===== config.mk =====
export PLATFORM = sky130hd
export DESIGN_NAME = medf_sort
export DESIGN_NICKNAME = d
export VERILOG_FILES = /design/src/hw/rtl/medf_pkg.sv /design/src/hw/rtl/medf_sort.sv
export SDC_FILE = /design/constraint.sdc
export NUM_CORES = 1
export LEC_CHECK = 0
export BUFFER_PORTS_ARGS = -buffer_cell sky130_fd_sc_hd__buf_4
export CAP_MARGIN = 10
export CORE_MARGIN = 5
export CORE_UTILIZATION = 57
export CTS_CLUSTER_SIZE = 28
export DETAILED_ROUTE_END_ITERATION = 10
export GPL_TIMING_DRIVEN = 0
export HOLD_SLACK_MARGIN = 0.08
export PLACE_DENSITY = 0.88
export SLEW_MARGIN = 20
export SYNTH_ARGS = -nofsm -noshare
export SYNTH_HDL_FRONTEND = slang
export SYNTH_SLANG_ARGS = --single-unit

===== constraint.sdc =====
create_clock -name clk -period 7.24 [get_ports clk]
set_input_delay 1.448 -clock clk [delete_from_list [all_inputs] [get_ports clk]]
set_output_delay 1.448 -clock clk [all_outputs]
set_load 0.05 [all_outputs]

===== src/hw/rtl/medf_pkg.sv =====
// ----------------------------------------------------------------------------
// medf_pkg
// Shared types, constants and compare-exchange helpers for the 3x3 median
// filter with zero padding.
// ----------------------------------------------------------------------------
package medf_pkg;

  // pixel and window geometry
  localparam int PIX_W    = 8;
  localparam int WIN_SIDE = 3;
  localparam int WIN_N    = WIN_SIDE * WIN_SIDE;

  // frame size limits and reset values
  localparam int DEF_MAX_WIDTH = 1024;
  localparam int IMGW_BITS     = 11;
  localparam int HGT_W         = 13;
  localparam int ROW_W         = 12;
  localparam int HEIGHT_MAX    = 4096;
  localparam int WIDTH_RST     = 640;
  localparam int HEIGHT_RST    = 480;

  // configuration port
  localparam int CFG_W     = 13;
  localparam int CFG_IDX_W = 1;

  typedef enum logic [CFG_IDX_W-1:0] {
    REG_IMAGE_WIDTH  = 1'b0,
    REG_IMAGE_HEIGHT = 1'b1
  } cfg_reg_t;

  // request opcodes
  localparam logic OP_PIXEL = 1'b0;
  localparam logic OP_FLUSH = 1'b1;

  // result queue depth, in requests that produce results
  localparam int OFIFO_DEPTH = 8;

  typedef logic [PIX_W-1:0] pix_t;
  typedef logic [WIN_N-1:0][PIX_W-1:0] win_t;
  typedef logic [3:0] widx_t;

  // which medians a request releases
  typedef struct packed {
    logic emit_a;   // median of the window after the new column
    logic emit_b;   // median after one more all-zero column
    logic eof;      // last median of the frame
  } tag_t;

  // one queue entry: the results of one request
  typedef struct packed {
    logic two;
    logic eof;
    pix_t m0;
    pix_t m1;
  } ent_t;

  // shift the window left by one column, new column enters on the right
  function automatic win_t shift_col(win_t w, pix_t top, pix_t mid, pix_t bot);
    win_t v;
    v    = w;
    v[0] = w[1];
    v[1] = w[2];
    v[2] = top;
    v[3] = w[4];
    v[4] = w[5];
    v[5] = mid;
    v[6] = w[7];
    v[7] = w[8];
    v[8] = bot;
    return v;
  endfunction

  // compare-exchange: smaller value ends at a
  function automatic win_t cswap(win_t w, widx_t a, widx_t b);
    win_t v;
    v = w;
    if (w[a] > w[b]) begin
      v[a] = w[b];
      v[b] = w[a];
    end
    return v;
  endfunction

  // median-of-nine network, levels one to three
  function automatic win_t sort_p1(win_t w);
    win_t v;
    v = w;
    v = cswap(v, 4'd1, 4'd2);
    v = cswap(v, 4'd4, 4'd5);
    v = cswap(v, 4'd7, 4'd8);
    v = cswap(v, 4'd0, 4'd1);
    v = cswap(v, 4'd3, 4'd4);
    v = cswap(v, 4'd6, 4'd7);
    v = cswap(v, 4'd1, 4'd2);
    v = cswap(v, 4'd4, 4'd5);
    v = cswap(v, 4'd7, 4'd8);
    return v;
  endfunction

  // levels four to six
  function automatic win_t sort_p2(win_t w);
    win_t v;
    v = w;
    v = cswap(v, 4'd0, 4'd3);
    v = cswap(v, 4'd5, 4'd8);
    v = cswap(v, 4'd4, 4'd7);
    v = cswap(v, 4'd3, 4'd6);
    v = cswap(v, 4'd1, 4'd4);
    v = cswap(v, 4'd2, 4'd5);
    v = cswap(v, 4'd4, 4'd7);
    return v;
  endfunction

  // levels seven to nine, median lands in the center entry
  function automatic pix_t sort_p3(win_t w);
    win_t v;
    v = w;
    v = cswap(v, 4'd4, 4'd2);
    v = cswap(v, 4'd6, 4'd4);
    v = cswap(v, 4'd4, 4'd2);
    return v[4];
  endfunction

endpackage


===== src/hw/rtl/medf_sort.sv =====
// ----------------------------------------------------------------------------
// medf_sort
// Three-stage median-of-nine network, two lanes: the window itself and the
// window shifted by one all-zero column (right edge of a row).
// ----------------------------------------------------------------------------
module medf_sort (
  input  logic           clk,
  input  logic           rst_n,
  input  logic           in_vld,
  input  medf_pkg::tag_t in_tag,
  input  medf_pkg::win_t win,
  output logic           out_vld_r,
  output medf_pkg::tag_t out_tag_r,
  output medf_pkg::pix_t med_a_r,
  output medf_pkg::pix_t med_b_r
);
  import medf_pkg::*;

  win_t win_b;
  win_t a1_r, b1_r, a2_r, b2_r;
  logic vld1_r, vld2_r;
  tag_t tag1_r, tag2_r;

  assign win_b = shift_col(win, '0, '0, '0);

  // data stages
  always_ff @(posedge clk) begin
    a1_r      <= sort_p1(win);
    b1_r      <= sort_p1(win_b);
    a2_r      <= sort_p2(a1_r);
    b2_r      <= sort_p2(b1_r);
    med_a_r   <= sort_p3(a2_r);
    med_b_r   <= sort_p3(b2_r);
    tag1_r    <= in_tag;
    tag2_r    <= tag1_r;
    out_tag_r <= tag2_r;
  end

  // valid pipeline
  always_ff @(posedge clk) begin
    if (!rst_n) begin
      vld1_r    <= 1'b0;
      vld2_r    <= 1'b0;
      out_vld_r <= 1'b0;
    end else begin
      vld1_r    <= in_vld;
      vld2_r    <= vld1_r;
      out_vld_r <= vld2_r;
    end
  end

endmodule


==> impl_metrics.csv <==
group,metric,value,unit
placement,gp_congestion,0.993,
clock_network,root_buffer,"clkbuf_16",
yosys,avgSynthCellArea,8.18,sq um
yosys,synth_cell_types,74,
global_route,antenna_found_initial,1,
finish,layout-drive-gt1-share,13.6,%
yosys,synth-edff-count,0,
power,powerDensity,559,nW/um^2
worst_setup_path,crit_path_start_kind,"input pin",
floorplanning,design.core.area,29600,sq um
placement,post_dp_cell_area,18300,sq um
run_status,outcome,"complete, no violations",
finish,final_area,19300,sq um
global_route,grt.total_usage,29.1,%
finish,area_growth,13.4,%
yosys,yosys_warnings,0,
finish,final_util,65.2,%
finish,layout.area.seq,4400,sq um
yosys,async_reset_ff_share,0,%
clock_network,cts-htree-levels,1,
clock_network,cts-buffers-inserted,24,
yosys,yosysMostFrequentCell,"ha_1",
yosys,syn-cell-area,17000,sq um
placement,hpwl,40600,um
yosys,synth_commonest_cells,"270 x ha_1, 220 x dfxtp_1, 220 x inv_1",
drt,vias_per_cell,6.30,
clock_network,cts.path.max_buffers,3,
timing,finalMaxSlewViolations,0,
finish,nets,2576,
timing,setup_viol,0,
yosys,yosys.area.top_type_share,25.9,%
worst_setup_path,worstPathRequired,7.62,ns
yosys,synthCells,2078,
yosys,synth_top_flop_cell,"dfxtp_1",
drt,wl_per_cell,19.6,um
global_route,grt_pass1_wl,80000,um
timing,finalCritPeriodShare,96.9,%
clock_network,cts.reportedPaths.clkPinSlew,0.06,ns
floorplanning,fp.dieW,183,um
finish,multi_input_area,11700,sq um
hold_path,min_from,"tag1_r[2]",
worst_setup_path,slowest_delay,0.45,ns
drt,drcViolationCount,0,
drt,drtIter0Drc,1640,
worst_setup_path,crit_slowest_cell,"clkbuf_1",
clock_network,hold_buffers,0,
drt,ant_nets,0,
global_route,grt_max_degree,15,
floorplanning,start_util,57.5,%
floorplanning,die_h,183,um
yosys,synth_top_cell_by_area,"dfxtp_1",
yosys,ys_ff_latch,220,
timing,final_hold_viol_count,0,
drt,drt_pre_antenna_iters,6,
timing,finalClockSkew,0.0218,ns
power,ir_worst_vdd,555,uV
worst_setup_path,critical_path_class,"input pin to register",
worst_setup_path,worst-path-max-fanout,10,
floorplanning,io_pins,98,
global_route,first_global_vias,15900,
drt,wl,51700,um
hold_path,hold_class,"register to register",
finish,finalNonFillerCells,2636,
placement,port_buffers,95,
worst_setup_path,worstSetupEndpointType,"register",
global_route,overflow,0,
yosys,synthTopCellsByArea,"dfxtp_1 26%, ha_1 20%, mux2_2 5.2%",
clock_network,cts_tree,"yes",
clock_network,clock_sinks,220,
placement,dp_cells,2585,
worst_setup_path,r2r-start,"b1_r[62]",
worst_setup_path,arrival,7.39,ns
timing,relSlewSlack,34.7,%
clock_network,clkLatencyLatePin,0.52,ns
worst_setup_path,startpoint,"win[65]",
timing,min_period,7.02,ns
timing,tightestPinTransition,0.980,ns
finish,diodes,0,
timing,fmax,143,MHz
worst_setup_path,rr_worst_depth,29,
yosys,ys_seq_area_share,25.9,%
floorplanning,placementRows,63,
drt,vias,16600,
power,p_leak,9.27,nW
floorplanning,die_area,33400,sq um
finish,fillers,2403,
run,cap_violations,0,
hold_path,min_path_cells,0,
-- layer usage --
| layer | vias up | routed length (um) | GRT usage (%) |
|---|---|---|---|
| met3 | 189 | 4890 | 5.49 |
| met2 | 933 | 23600 | 48.6 |
| li1 | 7748 | - | - |
| met5 | - | 0 | 0 |
| met4 | 0 | 2380 | 11.9 |
| met1 | 7743 | 20800 | 37.1 |
-- cell families (layout without fill, tap and decap cells) --
kind of cell,after synthesis,after routing,share of synthesized area (%)
compound gates,573,573,21.8
simple gates,562,562,15.8
buf+inv,291,437,6.58
fa+ha+maj,272,272,20.0
flops,220,220,25.9
mux,155,155,9.77
xor+xnor,3,3,0.155
other cells,2,24,0.0442
-- final cells by class --
| type | count | area share (%) |
|---|---|---|
| multi-input cells | 1589 | 60.7 |
| clock inverters | 11 | 0.389 |
| flip-flops and latches | 220 | 22.8 |
| repair buffers | 103 | 4.01 |
| inverters | 220 | 4.28 |
| clock buffers | 33 | 3.66 |
| well taps | 390 | 2.53 |
| plain buffers | 70 | 1.56 |
-- power breakdown --
group          total [mW]  leakage (nW)  internal, mW  switching (mW)
Clock                1.19         0.385         0.686           0.502
Combinational        7.55          7.04          3.17            4.38
Sequential           2.04          1.85          1.70           0.340
-- worst max-delay path: cells and delay by family --
family | cells | cell delay (ns)
AO/OA/AOI/OAI | 11 | 2.06
buffers and inverters | 8 | 1.51
AND/OR/NAND/NOR | 8 | 1.11
adder cells (fa/ha/maj) | 3 | 0.88
multiplexers | 1 | 0.37
-- cell usage in the layout, fill, tap and decap left out, types with 7 or more instances in the layout --
cell type	instances
a211oi_1	7
a21o_1	47
a21oi_1	168
a221oi_1	29
a31oi_1	9
a41oi_1	12
and2_1	29
and3_1	15
buf_2	9
buf_4	105
clkbuf_1	48
clkbuf_16	25
clkbuf_2	7
conb_1	24
dfxtp_1	220
ha_1	270
inv_1	220
mux2_2	78
mux2i_1	71
nand2_1	114
nand2b_1	21
nand3_1	73
nand4_1	29
nor2_1	163
nor2b_1	40
nor3_1	49
o2111ai_1	11
o211ai_1	12
o21a_1	34
o21ai_0	129
o21ai_1	20
o221a_2	7
o221ai_1	12
o22ai_1	12
or2_2	9
-- repair_timing --
| item | 4_1_cts | 5_1_grt |
|---|---|---|
| setup endpoints to repair | 21 | 61 |
| pin swaps | 0 | 4 |
| resized for setup | 8 | 46 |
| endpoints found under the hold margin | 0 | 0 |
| buffers inserted | 0 | 8 |
-- path summary, 6_finish.rpt --
path | to | slack (ns)
max | a1_r[56] | 0.22
min reg2reg | tag2_r[2] | 0.33
max reg2reg | b2_r[37] | 0.50
min | tag2_r[2] | 0.33
-- through the flow --
| stage | hold WS (ns) | total power, mW | worst slack (ns) | TNS (ns) |
|---|---|---|---|---|
| final | 0.326 | 10.8 | 0.222 | 0 |
| after CTS | 0.328 | 10.6 | -0.00158 | -0.00158 |
| after global placement | 0.310 | 8.98 | -0.658 | -14.95 |
| after global routing | 0.331 | 11.7 | -0.0517 | -0.117 |
| after detailed placement | 0.313 | 9.31 | -0.870 | -22.42 |
| after floorplan | 0.310 | 7.51 | 0.415 | 0 |
-- state kept, by name (all words and copies together), names as in the netlist --
| register | cells |
|---|---|
| vld1_r | 1 |
| med_b_r | 8 |
| med_a_r | 8 |
| a2_r | 24 |
| out_tag_r | 3 |
| vld2_r | 1 |
| b2_r | 24 |
| b1_r | 72 |
| out_vld_r | 1 |
| a1_r | 72 |
| tag2_r | 3 |
| tag1_r | 3 |
Power figures use the tool's default switching activity.
