--- config.mk ---
export PLATFORM = sky130hd
export DESIGN_NAME = medf_ofifo
export DESIGN_NICKNAME = d
export VERILOG_FILES = /design/src/hw/rtl/medf_pkg.sv /design/src/hw/rtl/medf_ofifo.sv
export SDC_FILE = /design/constraint.sdc
export NUM_CORES = 1
export LEC_CHECK = 0
export CAP_MARGIN = 25
export CORE_ASPECT_RATIO = 1.2
export CORE_MARGIN = 2
export CORE_UTILIZATION = 60
export DETAILED_ROUTE_END_ITERATION = 10
export DONT_BUFFER_PORTS = 1
export PLACE_DENSITY = 0.76
export SYNTH_ARGS = -nofsm -noshare
export SYNTH_HDL_FRONTEND = slang
export SYNTH_SLANG_ARGS = --single-unit
--- constraint.sdc ---
create_clock -name clk -period 2.9 [get_ports clk]
set_clock_uncertainty 0.1 [all_clocks]
set_input_delay 0.145 -clock clk [delete_from_list [all_inputs] [get_ports clk]]
set_output_delay 0.145 -clock clk [all_outputs]
set_load 0.05 [all_outputs]
--- src/hw/rtl/medf_pkg.sv ---
// ----------------------------------------------------------------------------
// medf_pkg
// Shared types, constants and compare-exchange helpers for the 3x3 median
// filter with zero padding.
// ----------------------------------------------------------------------------
package medf_pkg;

  // pixel and window geometry
  localparam int PIX_W    = 8;
  localparam int WIN_SIDE = 3;
  localparam int WIN_N    = WIN_SIDE * WIN_SIDE;

  // frame size limits and reset values
  localparam int DEF_MAX_WIDTH = 1024;
  localparam int IMGW_BITS     = 11;
  localparam int HGT_W         = 13;
  localparam int ROW_W         = 12;
  localparam int HEIGHT_MAX    = 4096;
  localparam int WIDTH_RST     = 640;
  localparam int HEIGHT_RST    = 480;

  // configuration port
  localparam int CFG_W     = 13;
  localparam int CFG_IDX_W = 1;

  typedef enum logic [CFG_IDX_W-1:0] {
    REG_IMAGE_WIDTH  = 1'b0,
    REG_IMAGE_HEIGHT = 1'b1
  } cfg_reg_t;

  // request opcodes
  localparam logic OP_PIXEL = 1'b0;
  localparam logic OP_FLUSH = 1'b1;

  // result queue depth, in requests that produce results
  localparam int OFIFO_DEPTH = 8;

  typedef logic [PIX_W-1:0] pix_t;
  typedef logic [WIN_N-1:0][PIX_W-1:0] win_t;
  typedef logic [3:0] widx_t;

  // which medians a request releases
  typedef struct packed {
    logic emit_a;   // median of the window after the new column
    logic emit_b;   // median after one more all-zero column
    logic eof;      // last median of the frame
  } tag_t;

  // one queue entry: the results of one request
  typedef struct packed {
    logic two;
    logic eof;
    pix_t m0;
    pix_t m1;
  } ent_t;

  // shift the window left by one column, new column enters on the right
  function automatic win_t shift_col(win_t w, pix_t top, pix_t mid, pix_t bot);
    win_t v;
    v    = w;
    v[0] = w[1];
    v[1] = w[2];
    v[2] = top;
    v[3] = w[4];
    v[4] = w[5];
    v[5] = mid;
    v[6] = w[7];
    v[7] = w[8];
    v[8] = bot;
    return v;
  endfunction

  // compare-exchange: smaller value ends at a
  function automatic win_t cswap(win_t w, widx_t a, widx_t b);
    win_t v;
    v = w;
    if (w[a] > w[b]) begin
      v[a] = w[b];
      v[b] = w[a];
    end
    return v;
  endfunction

  // median-of-nine network, levels one to three
  function automatic win_t sort_p1(win_t w);
    win_t v;
    v = w;
    v = cswap(v, 4'd1, 4'd2);
    v = cswap(v, 4'd4, 4'd5);
    v = cswap(v, 4'd7, 4'd8);
    v = cswap(v, 4'd0, 4'd1);
    v = cswap(v, 4'd3, 4'd4);
    v = cswap(v, 4'd6, 4'd7);
    v = cswap(v, 4'd1, 4'd2);
    v = cswap(v, 4'd4, 4'd5);
    v = cswap(v, 4'd7, 4'd8);
    return v;
  endfunction

  // levels four to six
  function automatic win_t sort_p2(win_t w);
    win_t v;
    v = w;
    v = cswap(v, 4'd0, 4'd3);
    v = cswap(v, 4'd5, 4'd8);
    v = cswap(v, 4'd4, 4'd7);
    v = cswap(v, 4'd3, 4'd6);
    v = cswap(v, 4'd1, 4'd4);
    v = cswap(v, 4'd2, 4'd5);
    v = cswap(v, 4'd4, 4'd7);
    return v;
  endfunction

  // levels seven to nine, median lands in the center entry
  function automatic pix_t sort_p3(win_t w);
    win_t v;
    v = w;
    v = cswap(v, 4'd4, 4'd2);
    v = cswap(v, 4'd6, 4'd4);
    v = cswap(v, 4'd4, 4'd2);
    return v[4];
  endfunction

endpackage

--- src/hw/rtl/medf_ofifo.sv ---
// ----------------------------------------------------------------------------
// medf_ofifo
// Result queue. One entry holds the one or two medians of a request; the
// read side hands them out one at a time.
// ----------------------------------------------------------------------------
module medf_ofifo (
  input  logic           clk,
  input  logic           rst_n,
  input  logic           push,
  input  medf_pkg::ent_t push_ent,
  output logic           out_valid,
  input  logic           out_ready,
  output medf_pkg::pix_t out_median,
  output logic           out_end_of_frame,
  output logic           out_last_of_run,
  output logic           pop
);
  import medf_pkg::*;

  localparam int PW = $clog2(OFIFO_DEPTH);
  localparam int NW = $clog2(OFIFO_DEPTH + 1);

  ent_t          mem_r [OFIFO_DEPTH];
  logic [PW-1:0] wp_r, wp_nxt, rp_r, rp_nxt;
  logic [NW-1:0] cnt_r, cnt_nxt;
  logic          sub_r, sub_nxt;
  ent_t          head;
  logic          fire;

  // read side
  assign head             = mem_r[rp_r];
  assign out_valid        = (cnt_r != '0);
  assign out_last_of_run  = !head.two || sub_r;
  assign out_median       = (head.two && sub_r) ? head.m1 : head.m0;
  assign out_end_of_frame = head.eof && out_last_of_run;
  assign fire             = out_valid && out_ready;
  assign pop              = fire && out_last_of_run;

  // pointers and count
  always_comb begin
    wp_nxt  = wp_r;
    rp_nxt  = rp_r;
    sub_nxt = sub_r;
    if (push) begin
      wp_nxt = (wp_r == PW'(OFIFO_DEPTH - 1)) ? '0 : wp_r + PW'(1);
    end
    if (fire) begin
      sub_nxt = !out_last_of_run;
    end
    if (pop) begin
      rp_nxt = (rp_r == PW'(OFIFO_DEPTH - 1)) ? '0 : rp_r + PW'(1);
    end
    cnt_nxt = cnt_r + NW'(push) - NW'(pop);
  end

  always_ff @(posedge clk) begin
    if (!rst_n) begin
      wp_r  <= '0;
      rp_r  <= '0;
      cnt_r <= '0;
      sub_r <= 1'b0;
    end else begin
      wp_r  <= wp_nxt;
      rp_r  <= rp_nxt;
      cnt_r <= cnt_nxt;
      sub_r <= sub_nxt;
    end
  end

  // entry storage
  always_ff @(posedge clk) begin
    if (push) begin
      mem_r[wp_r] <= push_ent;
    end
  end

  // upstream credit keeps the queue from overflowing
  a_no_overflow: assert property (@(posedge clk) disable iff (!rst_n)
    push |-> (cnt_r < NW'(OFIFO_DEPTH)) || pop)
    else $error("result queue overflow");

  // second half of a pair only exists on a pair entry
  a_sub_on_pair: assert property (@(posedge clk) disable iff (!rst_n)
    sub_r |-> out_valid && head.two)
    else $error("pair index set on a single entry");

endmodule

==> results.txt, run 1 <==
FMAX: 358 MHz
initial DRC count: 189
Clock Tree Root: clkbuf_16
clk buf depth: 2
Tot Pwr: 6.18 mW
syn_area_per_cell: 20.4 um2
Leak: 2.57 nW
first-pass GRT wire length: 18.4 mm
ys async rst share: 0%
FILL cells: 553
number of global-route vias before repair: 3223
worst skew pair latency: 0.41 ns
grt ovf: 0
number of detailed-route iterations in the first pass: 4
Yosys Warn Count: 0
Die Span Y: 115 um
via count: 3024
Vias/cell: 5.98
sequential cell area fraction in the yosys report: 74.1%
Post-Syn Area: 6210 um2
Final Util: 74.2%
Mapped Nets: 336
CP max stage delay: 0.52 ns
post-layout net count: 399
worst rel slew slack: 45.1%
GRT Total Usage: 23.0%
largest net degree at the start of global routing: 21
Worst Max-Slew Pin Slew: 0.820 ns
met2 WL: 6.17 mm
Synth cell types: 31
uppermost layer routed: met4
HPWL after DPL: 6.99 mm
CP arrival: 3.00 ns
CP Launch Type: flip-flop
fin cells: 506
fraction of layout cells with a size suffix above 1: 30.0%
worst-path maximum fanout: 8
Placement Cell Area: 6570 um2
Die Span X: 96.9 um
design area: 7460 um2
TritonCTS Buffers: 17
CP Class: reg -> reg
RePlAce Congestion: 0.799
core area: 10100 um2
fin crit share: 96.3%
most common cell after layout, fill and taps aside: edfxtp_1
routed length per instance: 23.1 um
most frequent cells in the layout: edfxtp_1, buf_4, mux4_2
Required @ worst endpoint: 3.11 ns
final hold violation count: 0
Routed WL: 11.7 mm
setup ws final: 0.108 ns
CTS tree: done
pwr dens: 828 nW/um2
placed cell count: 450
Tmin final: 2.79 ns
Seq cells post-synth: 158
initial antenna violation count: 0
clk sinks: 158
# IOs: 34
status: finished clean
hold_sp: out_ready
H-tree depth: 4
R2R Setup Slk: 0.11 ns
worst slack at placement: 0.0369 ns
Reg clk slew, reported paths: 0.06 ns
met3 wire length: 552 um
worst hold slack: 0.0392 ns
dominant synthesized flop cell: edfxtp_1
die area: 11200 um2
PortBufs: 0
DRC: 0
Post-synth EDFFs: 144
Synth Instances: 304
Slew Viols, Final: 0
Setup violations, final: 0
TNS Setup: 0 ns
row cnt: 40
max-cap violations: 0
Area Growth Syn to Fin: 20.2%
Slowest cell on crit path: a31oi_4
worst hold path class: in -> reg
CP Capture Type: flip-flop
n_diodes: 0
ANT nets after route: 0
RSZ-0062 raised after global routing: yes
maximum VDD drop: 0.662 mV
post-route met1 wirelength: 4.72 mm
Starting Density: 61.8%
CP cell instances: mux2_2 > a2bb2oi_2 > a31oi_4 > ha_4 > inv_1 > ha_1 > fa_1 > xor2_1 > and2_1
==> where the power goes <==
group | total [mW] | internal [mW] | switching, mW | leakage, nW
Combinational | 1.18 | 0.513 | 0.662 | 0.841
Clock | 2.38 | 1.52 | 0.856 | 0.309
Sequential | 2.62 | 2.57 | 0.0481 | 1.42
==> layer usage <==
layer  up-vias  GRT usage (%)
li1       1360              -
met1      1558           28.5
met2        84           38.8
met3        22           6.33
met4         0           9.86
met5         -              0
==> synthesized netlist by cell type (3+ instances only) <==
cell / count / area, um2
inv_1: 8 / 30.0
mux4_2: 34 / 766
nand3_1: 3 / 15.0
ha_1: 9 / 113
mux2i_1: 30 / 300
nor2_1: 9 / 33.8
nand2_1: 10 / 37.5
edfxtp_1: 144 / 4320
buf_2: 4 / 20.0
nor2b_1: 4 / 25.0
and2_1: 6 / 37.5
dfxtp_1: 14 / 280
o21ai_0: 4 / 20.0
==> critical path, delay by kind of cell, from the launching register on <==
family / cells / cell delay, ns
AOI/OAI and AO/OA: 2 / 0.70
adders and majority gates: 3 / 0.79
and+or+nand+nor: 1 / 0.15
buffers and inverters: 1 / 0.04
DFF: 1 / 0.39
xor gates and xnor gates: 1 / 0.17
muxes: 1 / 0.35
==> final timing paths <==
path / to / cells past startpoint
min reg2reg: flip-flop / 2
max: cnt_r[2]$_SDFF_PN0_ / 9
min: sub_r$_SDFFE_PN0P_ / 4
max reg2reg: cnt_r[2]$_SDFF_PN0_ / 9
==> logic make-up after synthesis <==
family,count (synthesis),share of synthesized area (%)
compound gates,11,1.27
mux,65,17.3
simple gates,39,3.32
flops,158,74.1
buf+inv,19,1.53
fa+ha+maj,10,2.13
xor+xnor,2,0.282
==> layout make-up <==
cell class | instances | area, um2 | share of cell area (%)
sequential | 158 | 4610 | 61.7
multi-input combinational | 127 | 1560 | 20.9
timing repair buffer | 55 | 463 | 6.20
clock buffer | 17 | 425 | 5.70
clock inverter | 15 | 218 | 2.92
tap | 126 | 158 | 2.11
inverter | 8 | 30.0 | 0.402
==> flip-flops by register name, summed over array words and instances, names as in the netlist, named ones only <==
signal,count
cnt_r,4
mem_r,144
rp_r,3
sub_r,1
wp_r,3
==> repair_timing <==
| item | CTS | global route |
|---|---|---|
| setup buffers | 0 | 4 |
| hold buffers | 20 | 0 |
| endpoints found under the hold margin | 158 | 0 |
| setup endpoints to repair | 0 | 6 |
| resized for setup | 0 | 5 |
No activity file was read; power rests on OpenSTA's default activity.
==> run 2: changes to the inputs <==
ABC_AREA = 1   (was default)
PLACE_DENSITY = 0.77   (was 0.76)
==> run 2 against run 1 <==
  * Synthesized cell count increased by 77%
  * Sequential power increased by 3%
  * Utilization decreased by 3.0 points
  * Critical path type is now reg -> out
  * Sequential share of layout area decreased by 0.20 points
  * Combinational power increased by 150%
  * Total power increased by 26%
  * Non-clock buffer count decreased by 7
  * Clock power decreased by 8.8%
  * Routed wire length increased by 18%
  * Critical path depth decreased by 1
  * Global-route usage increased by 1.7 points
==> results.txt, run 2 <==
status: finished clean
Routed WL: 13.7 mm (+18%)
post-synthesis compound-gate area fraction: 9.46% (+8.2 points)
Setup violations, final: 0 (unchanged)
maximum VDD drop: 0.696 mV (+5.1%)
clk sinks: 158 (unchanged)
RePlAce Congestion: 0.784 (-2.0%)
RSZ-0062 raised after global routing: no
first-pass GRT wire length: 21.7 mm (+18%)
Clock Tree Root: clkbuf_16
XOR/XNOR Fraction of Synth Area: 0.135% (-0.15 points)
final hold violation count: 0 (unchanged)
# IOs: 34 (unchanged)
most numerous cell in the Yosys netlist: edfxtp_1
grt ovf: 0 (unchanged)
die area: 11700 um2 (+4.2%)
Slew Viols, Final: 0 (unchanged)
max-cap violations: 0 (unchanged)
Synth Area in Simple Gates: 12.6% (+9.2 points)
Die Span Y: 118 um (+2.1%)
n_diodes: 0 (unchanged)
Worst Max-Slew Pin Slew: 0.609 ns (-0.211 ns)
Post-synth EDFFs: 144 (unchanged)
Seq cells post-synth: 158 (unchanged)
worst-path maximum fanout: 34 (+26)
number of detailed-route iterations in the first pass: 5 (+1)
post-CTS setup buffers: 0 (unchanged)
sequential cell area fraction in the yosys report: 71.0% (-3.1 points)
Reg clk slew, reported paths: 0.06 ns (about the same)
Die Span X: 98.9 um (+2.1%)
pwr dens: 1040 nW/um2 (+26%)
Synth Instances: 539 (+77%)
initial DRC count: 345 (+83%)
H-tree depth: 4 (unchanged)
largest net degree at the start of global routing: 47 (+120%)
CP Capture Type: output port
ANT nets after route: 0 (unchanged)
post-synthesis mux area share: 0% (-17 points)
core area: 10500 um2 (+4.5%)
TNS Setup: 0 ns (unchanged)
ranking of synthesized cells by area: edfxtp_1, nand2_1, nor2_1
Vias/cell: 5.92 (-1.0%)
Top Registers: mem_r: 144 flops, cnt_r: 4 flops
ys async rst share: 0% (unchanged)
CP Class: reg -> out
routed length per instance: 19.1 um (-17%)
CP Launch Type: flip-flop
via count: 4254 (+41%)
Post-synth top cells: edfxtp_1, nand2_1, nor2_1
Post-Syn Area: 6480 um2 (+4.4%)
Yosys Warn Count: 0 (unchanged)
FMAX: 393 MHz (+9.8%)
Tmin final: 2.54 ns (-0.248 ns)
fraction of layout cells with a size suffix above 1: 12.9% (-17 points)
main combinational cell family by area after synthesis: simple AND/OR/NAND/NOR gates
TritonCTS Buffers: 17 (unchanged)
Leak: 2.76 nW (+7.2%)
dominant synthesized flop cell: edfxtp_1
Area Growth Syn to Fin: 15.4%
number of global-route vias before repair: 4175 (+30%)
HPWL after DPL: 7.98 mm (+14%)
Synth cell types: 27 (-13%)
worst slack at placement: 0.564 ns (+0.527 ns)
Largest register FFs: 144 (unchanged)
CTS tree: done
register name with the most flops: mem_r
initial antenna violation count: 0 (unchanged)
worst rel slew slack: 59.4% (+14 points)
Hold Buf Count CTS: 21 (+5.0%)
Yosys top cell area share: 66.7% (-2.9 points)
row cnt: 41 (+2.5%)
Post-CTS Resized: 0 (unchanged)
CP arrival: 2.30 ns (-0.70 ns)
setup ws final: 0.356 ns (+0.248 ns)
post-layout net count: 609 (+53%)
Starting Density: 61.7% (-0.10 points)
PortBufs: 0 (unchanged)
most common cell after layout, fill and taps aside: edfxtp_1
Required @ worst endpoint: 2.65 ns (-0.46 ns)
fin crit share: 87.7% (-8.6 points)
Post-Synth Adder-Cell Area: 2.05% (-0.089 points)
post-synth top area cell: edfxtp_1
GRT Total Usage: 24.6% (+1.7 points)
Mapped Nets: 571 (+70%)
clk buf depth: 2 (unchanged)
DRC: 0 (unchanged)
most frequent cells in the layout: edfxtp_1, nand2_1, nor2_1
syn_area_per_cell: 12.0 um2 (-41%)
worst skew pair latency: 0.42 ns (about the same)
worst hold path class: in -> reg
## run 2: cell types whose count changed in the layout (fill, tap and decap cells not counted), sizes merged, moves of 11 or more
cell	delta
nand2	+88
mux4	-34
o21ai	+63
nor2	+68
o22ai	+31
inv	+20
nand3	+17
a21oi	+11
mux2i	-30
## run 2: worst paths after layout
kind                             start              endpoint  slack [ns]  depth (start not counted)
setup / recovery             flip-flop         out_median[1]        0.36                          8
setup reg to reg             flip-flop   cnt_r[0]$_SDFF_PN0_        0.36                         12
hold / removal                    push   cnt_r[3]$_SDFF_PN0_        0.07                          4
hold reg to reg   wp_r[0]$_SDFFE_PN0P_  wp_r[0]$_SDFFE_PN0P_        0.41                          2
## run 2: through the flow
step	power [mW]	util, %	instances	hold slack [ns]	area, um2
after floorplan	4.93	-	539	0.144	6490
final	7.79	71.2	719	0.0669	7480
after global placement	5.49	63.6	666	0.144	6690
after CTS	7.80	71.2	719	0.0549	7480
after global routing	8.19	71.2	719	0.0625	7480
after detailed placement	5.57	63.6	666	0.144	6690
## run 2: layout make-up
type	count	area [um2]
multi-input combinational	323	1590
clock buffer	20	447
sequential	158	4610
inverter	29	126
clock inverter	12	136
tap	129	161
timing repair buffer	48	413
fill	688	3030
## run 2: power breakdown
group          switching, mW  internal (mW)
logic                   2.04          0.887
registers             0.0751           2.61
clock network          0.875           1.29
## run 2: layer usage
metal	track usage, %	vias up	wire length (um)	part of all wire (%)
li1	-	1980	-	-
met1	32.6	2054	5540	40
met2	39.3	195	6830	50
met3	6.89	25	1070	7.8
met4	8.73	0	293	2.1
met5	0	-	0	0
## run 2: kinds of logic (layout without fill, tap and decap cells)
family,Yosys count,in the layout
flip-flops,158,158
buffers and inverters,58,109
AND/OR/NAND/NOR,199,199
AO/OA/AOI/OAI,113,113
adder cells (fa/ha/maj),10,10
XOR/XNOR,1,1
## run 2: critical path, cell delays in order (launching register included)
cell and delay, ns:
dfxtp_1 0.49, buf_4 0.42, o21ai_0 0.18, o22ai_1 0.19, nand2_1 0.07, nand2_1 0.08
nand3_1 0.14, nand2_1 0.11, buf_4 0.19
